**src/rtl/tbu_pkg.sv**
```systemverilog
// Package for the triangle tangent basis unit.
// Holds the field widths, the triangle record passed from front to back end
// and a small difference helper. No dependencies.
package tbu_pkg;

    localparam int COORD_W = 32;  // Q16.16 input field width
    localparam int DIFF_W  = 33;  // exact difference of two input fields
    localparam int PROD_W  = 66;  // exact product of two differences
    localparam int VEC_W   = 67;  // exact difference of two products
    localparam int OUT_W   = 16;  // Q2.14 result field width
    localparam int NORM_W  = 31;  // scaled magnitude width
    localparam int QUO_W   = 15;  // quotient bits of one component
    localparam int REM_W   = 48;  // divider remainder width
    localparam int ACC_W   = 64;  // sum of squares and root registers

    // Edges and UV deltas of one triangle, formed on its third corner.
    typedef struct packed {
        logic signed [DIFF_W-1:0] e1x;
        logic signed [DIFF_W-1:0] e1y;
        logic signed [DIFF_W-1:0] e1z;
        logic signed [DIFF_W-1:0] e2x;
        logic signed [DIFF_W-1:0] e2y;
        logic signed [DIFF_W-1:0] e2z;
        logic signed [DIFF_W-1:0] du1;
        logic signed [DIFF_W-1:0] dv1;
        logic signed [DIFF_W-1:0] du2;
        logic signed [DIFF_W-1:0] dv2;
    } tri_t;

    // Exact signed difference a - b of two Q16.16 values.
    function automatic logic signed [DIFF_W-1:0] sdiff(
        input logic signed [COORD_W-1:0] a,
        input logic signed [COORD_W-1:0] b
    );
        logic signed [DIFF_W-1:0] ax;
        logic signed [DIFF_W-1:0] bx;
        ax = DIFF_W'(a);
        bx = DIFF_W'(b);
        return ax - bx;
    endfunction

endpackage

```
**src/rtl/tbu_fifo.sv**
```systemverilog
// Two-entry queue of triangle records between front and back end.
// Depends on tbu_pkg.
module tbu_fifo (
    input  logic          aclk,
    input  logic          aresetn,
    input  logic          in_valid,
    output logic          in_ready,
    input  tbu_pkg::tri_t in_data,
    output logic          out_valid,
    input  logic          out_ready,
    output tbu_pkg::tri_t out_data
);

    tbu_pkg::tri_t mem_reg [2];
    logic       wr_ptr_reg;
    logic       rd_ptr_reg;
    logic [1:0] count_reg;
    logic       push;
    logic       pop;

    assign in_ready  = (count_reg != 2'd2);
    assign out_valid = (count_reg != 2'd0);
    assign out_data  = mem_reg[rd_ptr_reg];
    assign push      = in_valid && in_ready;
    assign pop       = out_valid && out_ready;

    // Pointers and fill count.
    always_ff @(posedge aclk) begin
        if (!aresetn) begin
            wr_ptr_reg <= 1'b0;
            rd_ptr_reg <= 1'b0;
            count_reg  <= 2'd0;
        end else begin
            if (push) wr_ptr_reg <= !wr_ptr_reg;
            if (pop)  rd_ptr_reg <= !rd_ptr_reg;
            case ({push, pop})
                2'b10:   count_reg <= count_reg + 2'd1;
                2'b01:   count_reg <= count_reg - 2'd1;
                default: count_reg <= count_reg;
            endcase
        end
    end

    // Storage.
    always_ff @(posedge aclk) begin
        if (push) mem_reg[wr_ptr_reg] <= in_data;
    end

endmodule

```
**config.mk**
```make
export PLATFORM = sky130hd
export DESIGN_NAME = tbu_fifo
export DESIGN_NICKNAME = d
export VERILOG_FILES = /design/src/rtl/tbu_pkg.sv /design/src/rtl/tbu_fifo.sv
export SDC_FILE = /design/constraint.sdc
export NUM_CORES = 1
export LEC_CHECK = 0
export BUFFER_PORTS_ARGS = -buffer_cell sky130_fd_sc_hd__buf_2
export CAP_MARGIN = 20
export CORE_AREA = 2 2 288 290
export CTS_BUF_LIST = sky130_fd_sc_hd__clkbuf_8
export DETAILED_ROUTE_END_ITERATION = 8
export DIE_AREA = 0 0 290 292
export SETUP_SLACK_MARGIN = 0.2
export SLEW_MARGIN = 25
export SYNTH_ARGS = -nofsm -noshare
export SYNTH_HDL_FRONTEND = slang
export SYNTH_SLANG_ARGS = --single-unit
```
**constraint.sdc**
```tcl
create_clock -name aclk -period 10.2 [get_ports aclk]
set_input_delay 2.04 -clock aclk [delete_from_list [all_inputs] [get_ports aclk]]
set_output_delay 2.04 -clock aclk [all_outputs]
set_load 0.1 [all_outputs]
```
Yosys cells after proc, flatten, opt, wreduce, memory -nomap -nowiden
Memories as Yosys holds them, arrays and structs flattened. A register that Yosys moved wholly into a read port is not among the register bits.
Cells that the tools add are included.
W data, S select, Z words.

storage, ports and cells
  register bits after elaboration = 4
  RAM bits = 660
  output and inout port bits = 332
  memories = 1

cells by class
  add/sub/neg operators = 2
  eq/ne operators = 3
  mux-type cells = 5
  reductions and logical operators = 6

memories
  memory   words  width  rd ports  clocked after Yosys merged registers in  wr ports  line            text
  mem_reg  2      330    1         1                                        1         tbu_fifo.sv:14  tbu_pkg::tri_t mem_reg [2];

operators with widths
  operator               count
  $mux W1                4
  $pmux W2 S2            1
  $reduce_bool A2 Y1     2
  $add A2 B1 Y2 const B  1
  $eq A2 B1 Y1 const B   1
  $eq A2 B2 Y1 const B   1
  $logic_and A1 B1 Y1    2
  $logic_not A1 Y1       2
  $ne A2 B2 Y1 const B   1
  $sub A2 B1 Y2 const B  1

Longest topological paths before layout
  depth in word-level cells = 4
  mapped depth = 6
  gate-level depth less buffers = 6

Worst setup path before layout
OpenSTA, ideal clock, no wires.

  kind = input-to-reg
  from = input port in_valid
  to = memory mem_reg[1][0] in the netlist's numbering, enable pin
  setup time = 736 ps
  data arrival time = 9588 ps
  data required time = 9464 ps
  path slack = -125 ps
  stages = 1
  cell sequence = and3_1

on the way
  longest elaborated chain between the ends = 3

ends and longest elaborated chain
  element                        line            text
  start, declared                tbu_fifo.sv:6   input logic in_valid,
  $logic_and A1 B1 Y1            tbu_fifo.sv:24  assign push = in_valid && in_ready;
  $mux W1                        tbu_fifo.sv:46  if (push) mem_reg[wr_ptr_reg] <= in_data;
  $mux W1 (not written as such)  tbu_fifo.sv:46
  end, declared                  tbu_fifo.sv:14

No other way between the ends.

==> flow_summary.rst <==
.. list-table::
   :header-rows: 1

   * - Metric
     - Value
   * - Routed wire length per instance
     - 19.2 um
   * - Post-CTS setup buffer count
     - 0
   * - Routed via count
     - 12700
   * - Setup violations, final
     - 0
   * - Most numerous cell in the Yosys netlist
     - sky130_fd_sc_hd__edfxtp_1
   * - Clock tree root buffer cell
     - sky130_fd_sc_hd__clkbuf_8
   * - Share of the clock period used by the worst path
     - 0.522
   * - Die width
     - 290 um
   * - Fraction of final layout cells sized beyond drive strength 1
     - 0.605
   * - TritonRoute pass-1 iters
     - 5
   * - Fraction of met1 tracks used by global routing
     - 0.134
   * - Count of unique library cells instantiated by Yosys
     - 23
   * - Filler instances
     - 7621
   * - Global route overflow
     - 0
   * - Post-synthesis instance area
     - ~24000 sq um
   * - Most used flip-flop cell after synthesis
     - sky130_fd_sc_hd__edfxtp_1
   * - Final Skew
     - 29.5 ps
   * - Number of instances in the synthesized netlist
     - 1051
   * - Min cycle time layout
     - 5330 ps
   * - Async S/R FF share, synth
     - 0
   * - Initial antenna violation count
     - 15
   * - Most Used Layer, Global Route
     - met2
   * - H-tree Lvls
     - 3
   * - Sequential-to-total area share from yosys stat
     - 0.821
   * - Synthesis-to-layout area growth
     - 26.8%
   * - Core footprint
     - 81600 sq um
   * - Total area of multi-input combinational cells
     - 3970 sq um
   * - Global-route wire length before repair
     - 82300 um
   * - Die Y
     - 292 um
   * - Post-detailed-routing wire length
     - ~57000 um
   * - Max clock buf depth
     - 3
   * - Final Hold Vio Count
     - 0
   * - Hold Startpoint
     - rd_ptr_reg
   * - Run status
     - complete, no violations
   * - Total clock sinks
     - 665
   * - Ports
     - 666
   * - Core Rows
     - roughly 110
   * - Reg-to-reg critical path endpoint
     - mem_reg[0][163]
   * - Number of gates resized after cts
     - 0
   * - Worst hold-check path type
     - reg -> reg
   * - Critical path type
     - reg -> out
   * - Worst flop-to-flop path startpoint
     - count_reg[0]
   * - Total Negative Setup Slacks
     - 0 ps
   * - Maximum number of pins on one net before global-route repair
     - about 160
   * - Placed wire-length estimate
     - ~38000 um
   * - Global placer's final weighted congestion
     - 0.812
   * - Final ANT Viol Nets
     - 0
   * - Slew at the pin closest to its max-slew limit
     - about 1200 ps
   * - Critical path launch point type
     - register
   * - Mean instance size in the synthesized netlist
     - 23.1 sq um
   * - Minimum setup slack among reg-to-reg paths
     - a little over 7000 ps
   * - Met2 Usage GRT
     - 0.230
   * - Post-synthesis register bit count
     - ~670
   * - Post-route worst hold slack
     - 555 ps
   * - # DRC
     - 0
   * - Data required time at the worst endpoint
     - 8160 ps
   * - Unrepaired setup endpoints after global routing
     - no
   * - Clock edge transition at the registers on the reported setup and hold paths
     - 60 ps
   * - First DRT Iteration DRCs
     - 606
   * - Number of max-cap violations
     - 0
   * - Global router's overall resource usage
     - 0.127
   * - Net count after synthesis
     - roughly 1400
   * - Synth top cells by count
     - sky130_fd_sc_hd__edfxtp_1, sky130_fd_sc_hd__mux2_2, sky130_fd_sc_hd__buf_6
   * - Max frequency
     - 188 MHz
   * - Vias in the first global route
     - roughly 14000
   * - Library cell occupying the most area in the post-synthesis netlist
     - sky130_fd_sc_hd__edfxtp_1
   * - Hold Crit Depth
     - 2
   * - Reg2Reg Depth
     - 5
   * - EDFF count, synth
     - between 600 and 700
   * - Post-cts hold buffer count
     - 0
   * - Vias per inst
     - 4.29
   * - Starting utilization of the core area
     - 0.298
   * - Relative slew slack
     - 0.217
   * - Highest fanout seen on the critical path
     - about 150
   * - Number of flip-flops under the largest register name
     - between 600 and 700
   * - Die ar.
     - 84700 sq um
   * - Synth top area share
     - 0.816
   * - Total clock buffers created by CTS
     - 109
   * - Capturing element type of the critical path
     - output port
   * - Later-pin clock latency in the skew report
     - 680 ps
   * - Count of synthesis-stage warnings from yosys
     - 0
   * - Synth top area cells
     - sky130_fd_sc_hd__edfxtp_1, sky130_fd_sc_hd__mux2_2, sky130_fd_sc_hd__mux2_4
   * - Arrival @ worst endpoint
     - 3290 ps
   * - Nets@finish
     - 2133
   * - Global-route met3 utilization
     - 0.0425
   * - Register area
     - 19900 sq um
   * - TritonCTS clock tree
     - built
   * - I/O Buffers
     - 665
   * - Final number of max-transition violations
     - 0
## critical path, cell delays in order, from the launching register on
cell                      delay (ps)
sky130_fd_sc_hd__dfxtp_4         620
sky130_fd_sc_hd__buf_16          300
sky130_fd_sc_hd__buf_12          430
sky130_fd_sc_hd__mux2_2          360
sky130_fd_sc_hd__buf_2           440
## logic make-up (layout without fill, tap and decap cells)
kind of cell	count (synthesis)	count (layout)	share of synthesized area
DFF	665	665	0.821
xor gates and xnor gates	3	3	0.00108
AOI/OAI and AO/OA	5	5	0.00155
adders and majority gates	1	1	0.000515
buffers and inverters	38	874	0.0163
muxes	330	330	0.158
and+or+nand+nor	9	9	0.00227
other	0	14	0
## metal layers
| metal | up-vias | part of all wire |
|---|---|---|
| li1 | 5761 | - |
| met1 | 6358 | 0.37 |
| met2 | 484 | 0.53 |
| met3 | 128 | 0.072 |
| met4 | 4 | 0.031 |
| met5 | - | 0.00060 |
## stage by stage
step                      instances  instance area, sq um  worst slack (ps)  utilization
final                          2971                 30800              4870        0.377
after global routing           2969                 30800              4720        0.377
after CTS                      2955                 30700              4640        0.376
after detailed placement       2755                 28700              5480        0.351
after global placement         2755                 28700              5490        0.351
after floorplan                1051                 24300              1020            -
## worst max path at each step
| stage | slack (ps) | startpoint | end |
|---|---|---|---|
| after CTS | 4640 | register | out_data[185] |
| after floorplan | 1020 | in_valid | mem_reg[0][0] |
| after global placement | 5490 | register | out_data[236] |
| after detailed placement | 5480 | register | out_data[185] |
| after global routing | 4720 | register | out_data[166] |
| final | 4870 | register | out_data[185] |
## cell type report
cell class	instances	area share
Antenna cell	14	0.00114
Clock buffer	111	0.0496
Clock inverter	89	0.0160
Inverter	1	0.000366
Multi-Input combinational cell	348	0.129
Sequential cell	665	0.647
Tap cell	1070	0.0435
Timing Repair Buffer	673	0.113
## placed cells by master, fill, tap and decap left out, drive strengths merged, types with 2 or more instances in the layout
| cell | synthesis | final |
|---|---|---|
| inv | 1 | 37 |
| nor2b | 2 | 2 |
| a21boi | 2 | 2 |
| mux2 | 330 | 330 |
| xnor2 | 3 | 3 |
| diode | 0 | 14 |
| clkinv | 0 | 48 |
| clkbuf | 0 | 111 |
| clkinvlp | 0 | 2 |
| bufinv | 0 | 3 |
| edfxtp | 660 | 660 |
| buf | 37 | 673 |
| dfxtp | 5 | 5 |
Power is not shown: default switching activity piles up to over one toggle a cycle in this logic, so the estimate is an artifact.
