[src/rtl/tbu_pkg.sv]
// Package for the triangle tangent basis unit.
// Holds the field widths, the triangle record passed from front to back end
// and a small difference helper. No dependencies.
package tbu_pkg;

    localparam int COORD_W = 32;  // Q16.16 input field width
    localparam int DIFF_W  = 33;  // exact difference of two input fields
    localparam int PROD_W  = 66;  // exact product of two differences
    localparam int VEC_W   = 67;  // exact difference of two products
    localparam int OUT_W   = 16;  // Q2.14 result field width
    localparam int NORM_W  = 31;  // scaled magnitude width
    localparam int QUO_W   = 15;  // quotient bits of one component
    localparam int REM_W   = 48;  // divider remainder width
    localparam int ACC_W   = 64;  // sum of squares and root registers

    // Edges and UV deltas of one triangle, formed on its third corner.
    typedef struct packed {
        logic signed [DIFF_W-1:0] e1x;
        logic signed [DIFF_W-1:0] e1y;
        logic signed [DIFF_W-1:0] e1z;
        logic signed [DIFF_W-1:0] e2x;
        logic signed [DIFF_W-1:0] e2y;
        logic signed [DIFF_W-1:0] e2z;
        logic signed [DIFF_W-1:0] du1;
        logic signed [DIFF_W-1:0] dv1;
        logic signed [DIFF_W-1:0] du2;
        logic signed [DIFF_W-1:0] dv2;
    } tri_t;

    // Exact signed difference a - b of two Q16.16 values.
    function automatic logic signed [DIFF_W-1:0] sdiff(
        input logic signed [COORD_W-1:0] a,
        input logic signed [COORD_W-1:0] b
    );
        logic signed [DIFF_W-1:0] ax;
        logic signed [DIFF_W-1:0] bx;
        ax = DIFF_W'(a);
        bx = DIFF_W'(b);
        return ax - bx;
    endfunction

endpackage

[src/rtl/tbu_front.sv]
// Front end of the triangle tangent basis unit: takes corners, holds the
// first two of each triangle and forms edges and UV deltas on the third.
// Depends on tbu_pkg.
module tbu_front (
    input  logic                                aclk,
    input  logic                                aresetn,
    input  logic                                s_valid,
    output logic                                s_ready,
    input  logic signed [tbu_pkg::COORD_W-1:0]  s_pos_x,
    input  logic signed [tbu_pkg::COORD_W-1:0]  s_pos_y,
    input  logic signed [tbu_pkg::COORD_W-1:0]  s_pos_z,
    input  logic signed [tbu_pkg::COORD_W-1:0]  s_tex_u,
    input  logic signed [tbu_pkg::COORD_W-1:0]  s_tex_v,
    output logic                                push_valid,
    input  logic                                push_ready,
    output tbu_pkg::tri_t                       push_data
);

    logic [1:0] cnt_reg;
    logic signed [tbu_pkg::COORD_W-1:0] p0x_reg, p0y_reg, p0z_reg, u0_reg, v0_reg;
    logic signed [tbu_pkg::COORD_W-1:0] p1x_reg, p1y_reg, p1z_reg, u1_reg, v1_reg;
    logic third;
    logic accept;

    // The third corner needs room in the queue; the first two never stall.
    assign third      = (cnt_reg == 2'd2);
    assign s_ready    = !third || push_ready;
    assign push_valid = s_valid && third;
    assign accept     = s_valid && s_ready;

    // Edges and deltas relative to corner 0, all exact.
    always_comb begin
        push_data.e1x = tbu_pkg::sdiff(p1x_reg, p0x_reg);
        push_data.e1y = tbu_pkg::sdiff(p1y_reg, p0y_reg);
        push_data.e1z = tbu_pkg::sdiff(p1z_reg, p0z_reg);
        push_data.e2x = tbu_pkg::sdiff(s_pos_x, p0x_reg);
        push_data.e2y = tbu_pkg::sdiff(s_pos_y, p0y_reg);
        push_data.e2z = tbu_pkg::sdiff(s_pos_z, p0z_reg);
        push_data.du1 = tbu_pkg::sdiff(u1_reg, u0_reg);
        push_data.dv1 = tbu_pkg::sdiff(v1_reg, v0_reg);
        push_data.du2 = tbu_pkg::sdiff(s_tex_u, u0_reg);
        push_data.dv2 = tbu_pkg::sdiff(s_tex_v, v0_reg);
    end

    // Corner counter and held corners.
    always_ff @(posedge aclk) begin
        if (!aresetn) begin
            cnt_reg <= 2'd0;
        end else if (accept) begin
            cnt_reg <= third ? 2'd0 : cnt_reg + 2'd1;
        end
        if (accept && cnt_reg == 2'd0) begin
            p0x_reg <= s_pos_x;
            p0y_reg <= s_pos_y;
            p0z_reg <= s_pos_z;
            u0_reg  <= s_tex_u;
            v0_reg  <= s_tex_v;
        end
        if (accept && cnt_reg == 2'd1) begin
            p1x_reg <= s_pos_x;
            p1y_reg <= s_pos_y;
            p1z_reg <= s_pos_z;
            u1_reg  <= s_tex_u;
            v1_reg  <= s_tex_v;
        end
    end

endmodule

[config.mk]
export PLATFORM = sky130hd
export DESIGN_NAME = tbu_front
export DESIGN_NICKNAME = d
export VERILOG_FILES = /design/src/rtl/tbu_pkg.sv /design/src/rtl/tbu_front.sv
export SDC_FILE = /design/constraint.sdc
export NUM_CORES = 1
export LEC_CHECK = 0
export ABC_AREA = 1
export BUFFER_PORTS_ARGS = -buffer_cell sky130_fd_sc_hd__clkbuf_2
export CAP_MARGIN = 20
export CORE_MARGIN = 10
export CORE_UTILIZATION = 30
export CTS_CLUSTER_SIZE = 40
export DETAILED_ROUTE_END_ITERATION = 16
export PLACE_DENSITY = 0.46
export SYNTH_ARGS = -nofsm -noshare
export SYNTH_HDL_FRONTEND = slang
export SYNTH_SLANG_ARGS = --single-unit
export TNS_END_PERCENT = 5
[constraint.sdc]
create_clock -name aclk -period 14.52 [get_ports aclk]
set_clock_uncertainty 0.15 [all_clocks]
set_input_delay 0.726 -clock aclk [delete_from_list [all_inputs] [get_ports aclk]]
set_output_delay 0.726 -clock aclk [all_outputs]
set_load 0.01 [all_outputs]
======== Word-level counts from Yosys, hierarchy flattened ========
Cells that the tools add are included.
operators by class
  equal/unequal tests ..................... 2
  mux-type cells .......................... 1
  add/subtract/negate cells ............... 11
  reduce and logical (&&, ||, !) cells .... 7
operators with widths
  kind                                           number
  subtractor 32 x 32 -> 33 bit                   10
  logical AND 1 bit                              4
  adder 2 x 1 -> 2 bit, second input constant    1
  == test 2 x 1 -> 1 bit, second input constant  1
  == test 2 bit, second input constant           1
  logical NOT 2 bit                              1
  two-way mux 2 bit                              1
  logical NOT 1 bit                              1
  logical OR 1 bit                               1
word-level totals
  word-level logic and storage cells ...... 32
  flip-flop bits (word level) ............. 322
  input port bits ......................... 164

======== Depth between registers and ports, before layout ========
  depth after elaboration ................. 5
  depth in mapped cells ................... 14

======== Worst setup path before layout ========
OpenSTA, ideal clock, no wires.
  kind .................................... input -> register
  start point ............................. input s_valid
  end point ............................... register cnt_reg[1]
  cell stages on the path ................. 4
  required time ........................... 14.278 ns
  slack ................................... 1.533 ns
  setup time .............................. 0.092 ns
  data arrival time ....................... 12.745 ns
  path buffers ............................ 0
  cell sequence ........................... inv_1 -> nor3_1 -> o21ai_0 -> inv_1
on the way
  cells in the longest elaborated chain, start to end .. 1
ends and longest elaborated chain
  item                  RTL line         text
  from (decl)           tbu_front.sv:7   input logic s_valid,
  logical AND 1 bit     tbu_front.sv:29  assign accept = s_valid && s_ready;
  to (signal assigned)  tbu_front.sv:50  cnt_reg <= third ? 2'd0 : cnt_reg + 2'd1;
  to (decl)             tbu_front.sv:19  logic [1:0] cnt_reg;
No other way between the ends.
A chain may end at the register's enable or synchronous reset.

==> results <==
- The finished layout holds 7,862 standard cells, fillers aside.
- Static timing analysis puts the maximum clock frequency at 0.261 GHz.
- Of all flip-flops after synthesis, the portion carrying an async set or reset was 0.
- The total area inside the core boundary comes to 116,000 um^2.
- The worst setup path is captured at an output port.
- The path class of the tightest hold or removal check is in2reg.
- The cell family contributing the most delay on the critical path is adder cells.
- The number of different library cells used by synthesis comes to 26.
- Power spread over the standard cell area amounts to approximately 93 nW/um^2.
- The hold-critical path endpoint is p0y_reg[10]$_DFFE_PP_.
- Fill cells in the final layout number 13,200.
- The number of port buffers is 495.
- The count of pins over their slew limit is 0.
- The detail route stage leaves a number of antenna-violating nets equal to 0.
- For this design, the slowest cell found on the critical path is sky130_fd_sc_hd__edfxtp_1.
- Across the run, the number of max-cap violations was 0.
- Of the cells placed in the final design, the portion with a size suffix greater than 1 is 0.109.
- The peak ir drop on the vdd network is between 0.00007 and 0.00008 V.
- The post-route minimum period is 3.83 ns.
- STA puts the critical path data required time at 13.64 ns.
- The worst-case headroom to the max-slew limit is 0.353.
- The cell area after synthesis is 35,000 um^2.
- Setup repair after global routing left no endpoint under its margin.
- The area overhead of the layout relative to synthesis is 16.7%.
- The total clock buffers created by CTS is 44.
- TritonCTS built the clock tree.
- Of the post-synthesis cell area, the dominant cell type holds 0.275.
- Clock-pin slew was measured on the worst setup and hold paths at 0.06 ns.
- The initial utilization of the core area, before any placement, comes to 0.302.
- The largest area contributor in the netlist is sky130_fd_sc_hd__edfxtp_1.
- For this run, the number of Yosys warnings is 0.
- Summing all flip-flop and latch instances after layout gives 9650 um^2.
- The clock net in this run drives a total of between 300 and 400 sinks.
- The initial antenna violation count is 9.
- Setup violations remaining at the end of the flow were counted as 0.
- The die is 362 um tall.
- The maximum clock path buffer count is 3.
- The post-synthesis sequential area ratio is 0.276.
- Once layout is done, the placed cells without fillers occupy ~40,000 um^2.
- The leftover overflow at the end of global routing is 0.
- For the worst-skew pair, the clock arrives at the later sink with an insertion delay of 0.59 ns.
- The period utilization is 0.264.
- The most prevalent standard cell on the critical path is sky130_fd_sc_hd__nand2_1.
- The floorplan step defined a die boundary enclosing 131,000 um^2.
- The number of nets in the synthesized netlist is 6,252.
- At the end of routability-driven placement, the weighted congestion stood at 0.918.
- The post-cts sizing count is 0.
- For this run, design rule violations remaining after detail routing come to 0.
- For this design the top-level I/O count stands at between 400 and 500.
- The die boundary width is 362 um.
- The worst min-delay path startpoint is s_pos_y[10].
- The multi-input combinational cells in the finished layout cover a total of between 15,000 and 20,000 um^2.
- In this run, synthesis inferred 320 flip-flops with an integrated enable.
- Of all nets on the critical path, the largest fanout is 3.
- For this run, the detailed router's first-pass iteration total came to 5.
- In the final routed layout, each cell accounts on average for 16.2 um.
- The pin count of the biggest net entering global routing is 111.
- Each instance of the synthesized netlist takes up on average 6.08 um^2.
- At the end of the flow the core is filled with cells to 0.352.
- After detailed routing, the number of vias per cell comes to 4.38.
- Traced cell by cell, the critical path runs through ha_1, fa_1, inv_1, nand2_1, nand2_1, nand3_1, nand2_2, nand2_1, nand2_2, xor2_1, clkbuf_2.
- The post-placement setup slack is 10.84 ns.
- The first-pass GRT wire length is 193,000 um.
- For the worst setup path, the data arrival time is 2.95 ns.
- Counting both buffers and inverters, the worst setup path holds a total of 2.
- The number of cell instances on the worst register-to-register path is 3.
- The synthesized netlist cell count is 5,758.
- Along the worst hold path, the cell count comes to 1.
- The number of endpoints with negative hold slack in the final report is 0.
- The tree is rooted in a sky130_fd_sc_hd__clkbuf_16.
- The number of setup buffers added after CTS is 0.
- The total length of routed wires is 127,000 um.
- Detailed placement finished with a half-perimeter wire length of ~110,000 um.
- In the final timing run, aggregate negative setup slack is 0 ns.
- After layout, the worst setup slack is 10.69 ns.
- The run finished with clean final reports.
- The first routing iteration left 1,888 violations.
- The worst reg2reg path endpoint is p0x_reg[0]$_DFFE_PP_.
- The reported leakage power is 25.2 nW.
- The setup check on the worst reg-to-reg path leaves a slack of 11.96 ns.
- The post-synthesis sequential element count is 322.
- The final layout contains 6,792 nets.
- The floorplan has 125 rows.
- The deepest level of the CTS H-tree is 2.
- For this block, the via count after detailed routing is around 34,000.
- STA classifies the critical path startpoint as a register.
- The startpoint-to-endpoint class of the critical path is reg2out.
- The largest single stage delay on the critical path is 0.43 ns.
- Across every metal layer, demand over resource in global routing totals 0.189.
- The slew at the pin closest to its max-slew limit is 0.970 ns.
- The main flop type after synthesis is sky130_fd_sc_hd__edfxtp_1.
- The placed instance count is 7,776.
- By area the synthesized netlist is led by sky130_fd_sc_hd__edfxtp_1 27%, sky130_fd_sc_hd__nand2_1 26%, sky130_fd_sc_hd__inv_1 15%.
- The startpoint identified for the worst register-to-register timing path is cnt_reg[1]$_SDFFE_PN0P_.
- The number of buffers added to fix hold violations after cts is 0.
- The via count of the first global-routing pass was 33,700.
- In this run the cell area measured after placement is 39,400 um^2.
-- through the flow --
| stage | hold slack [ns] | total power [mW] |
|---|---|---|
| 2_1_floorplan | 0.435 | 2.11 |
| 3_3_place_gp | 0.515 | 2.73 |
| 3_5_place_dp | 0.523 | 2.73 |
| 4_1_cts | 0.112 | 3.86 |
| 5_1_grt | 0.136 | 4.06 |
| 6_report | 0.172 | 3.80 |
-- routing by layer --
metal	track usage	wire (um)	vias up
met2	0.324	59000	696
li1	-	-	18300
met4	0.0628	4290	8
met1	0.239	57800	15300
met3	0.0288	6090	159
met5	0	45	-
-- how the worst max path moves through the flow --
stage / start / endpoint / slack (ns) / cells past startpoint
3_3_place_gp: s_pos_z[0] / push_data[156] / 10.84 / 16
4_1_cts: v0_reg[0]$_DFFE_PP_ / push_data[98] / 10.58 / 14
3_5_place_dp: s_pos_z[0] / push_data[156] / 10.84 / 16
2_1_floorplan: s_valid / cnt_reg[1]$_SDFFE_PN0P_ / 1.53 / 4
6_report: v0_reg[0]$_DFFE_PP_ / push_data[82] / 10.69 / 11
5_1_grt: u0_reg[0]$_DFFE_PP_ / push_data[131] / 10.49 / 14
-- placed cells by master (no fill, tap or decap), types with 6 or more instances in the layout --
cell type	n
sky130_fd_sc_hd__xnor2_1	20
sky130_fd_sc_hd__clkinv_2	7
sky130_fd_sc_hd__clkbuf_1	6
sky130_fd_sc_hd__nor3_1	20
sky130_fd_sc_hd__inv_1	1432
sky130_fd_sc_hd__xor2_1	130
sky130_fd_sc_hd__and2_1	20
sky130_fd_sc_hd__diode_2	6
sky130_fd_sc_hd__nor2_1	411
sky130_fd_sc_hd__clkbuf_2	495
sky130_fd_sc_hd__nand3_1	222
sky130_fd_sc_hd__nand4_1	40
sky130_fd_sc_hd__ha_1	320
sky130_fd_sc_hd__a21o_1	10
sky130_fd_sc_hd__nand3_2	12
sky130_fd_sc_hd__inv_6	6
sky130_fd_sc_hd__a21oi_2	6
sky130_fd_sc_hd__or2_1	10
sky130_fd_sc_hd__clkinv_1	7
sky130_fd_sc_hd__a21oi_1	200
sky130_fd_sc_hd__clkbuf_16	44
sky130_fd_sc_hd__fa_1	10
sky130_fd_sc_hd__edfxtp_1	320
sky130_fd_sc_hd__o21bai_1	10
sky130_fd_sc_hd__nand2_2	95
sky130_fd_sc_hd__nand2_1	2447
-- synth_stat cells (5+ instances only) --
| master | instances |
|---|---|
| sky130_fd_sc_hd__nor2_2 | 5 |
| sky130_fd_sc_hd__or2_1 | 10 |
| sky130_fd_sc_hd__nand2_4 | 5 |
| sky130_fd_sc_hd__xor2_1 | 130 |
| sky130_fd_sc_hd__a21oi_1 | 200 |
| sky130_fd_sc_hd__nand2_2 | 95 |
| sky130_fd_sc_hd__o21bai_1 | 10 |
| sky130_fd_sc_hd__nor3_1 | 22 |
| sky130_fd_sc_hd__ha_1 | 320 |
| sky130_fd_sc_hd__fa_1 | 10 |
| sky130_fd_sc_hd__nand4_1 | 40 |
| sky130_fd_sc_hd__a21o_1 | 10 |
| sky130_fd_sc_hd__nand2_1 | 2447 |
| sky130_fd_sc_hd__buf_4 | 6 |
| sky130_fd_sc_hd__and2_1 | 20 |
| sky130_fd_sc_hd__nand3_2 | 12 |
| sky130_fd_sc_hd__edfxtp_1 | 320 |
| sky130_fd_sc_hd__a21oi_2 | 6 |
| sky130_fd_sc_hd__nor2_1 | 411 |
| sky130_fd_sc_hd__inv_1 | 1432 |
| sky130_fd_sc_hd__xnor2_1 | 20 |
| sky130_fd_sc_hd__nand3_1 | 222 |
-- worst register-to-register path: stages (launching register included) --
cell and delay [ns]:
sky130_fd_sc_hd__dfxtp_1 0.35, sky130_fd_sc_hd__nor3_2 0.18, sky130_fd_sc_hd__buf_4 0.52, sky130_fd_sc_hd__buf_4 0.87
-- final cells by class --
cell class,count,area share
clock inverters,30,0.00787
inverters,1432,0.132
repair buffers,500,0.0619
flip-flops and latches,322,0.236
well taps,1524,0.0467
clock buffers,50,0.0275
diodes,6,0.000367
multi-input cells,3998,0.488
-- where the power goes --
part	internal (mW)	leakage (nW)	total (mW)	switching, mW
logic	0.511	21.5	1.60	1.09
registers	1.09	3.01	1.10	0.0137
clock network	0.651	0.708	1.10	0.449
-- logic make-up after synthesis --
kind of cell / count (synthesis) / synth area share
AND/OR/NAND/NOR: 3290 / 0.377
buffers and inverters: 1438 / 0.155
adder cells (fa/ha/maj): 330 / 0.120
flip-flops: 322 / 0.276
AO/OA/AOI/OAI: 228 / 0.0347
XOR/XNOR: 150 / 0.0375
(Power assumes the default switching activity.)
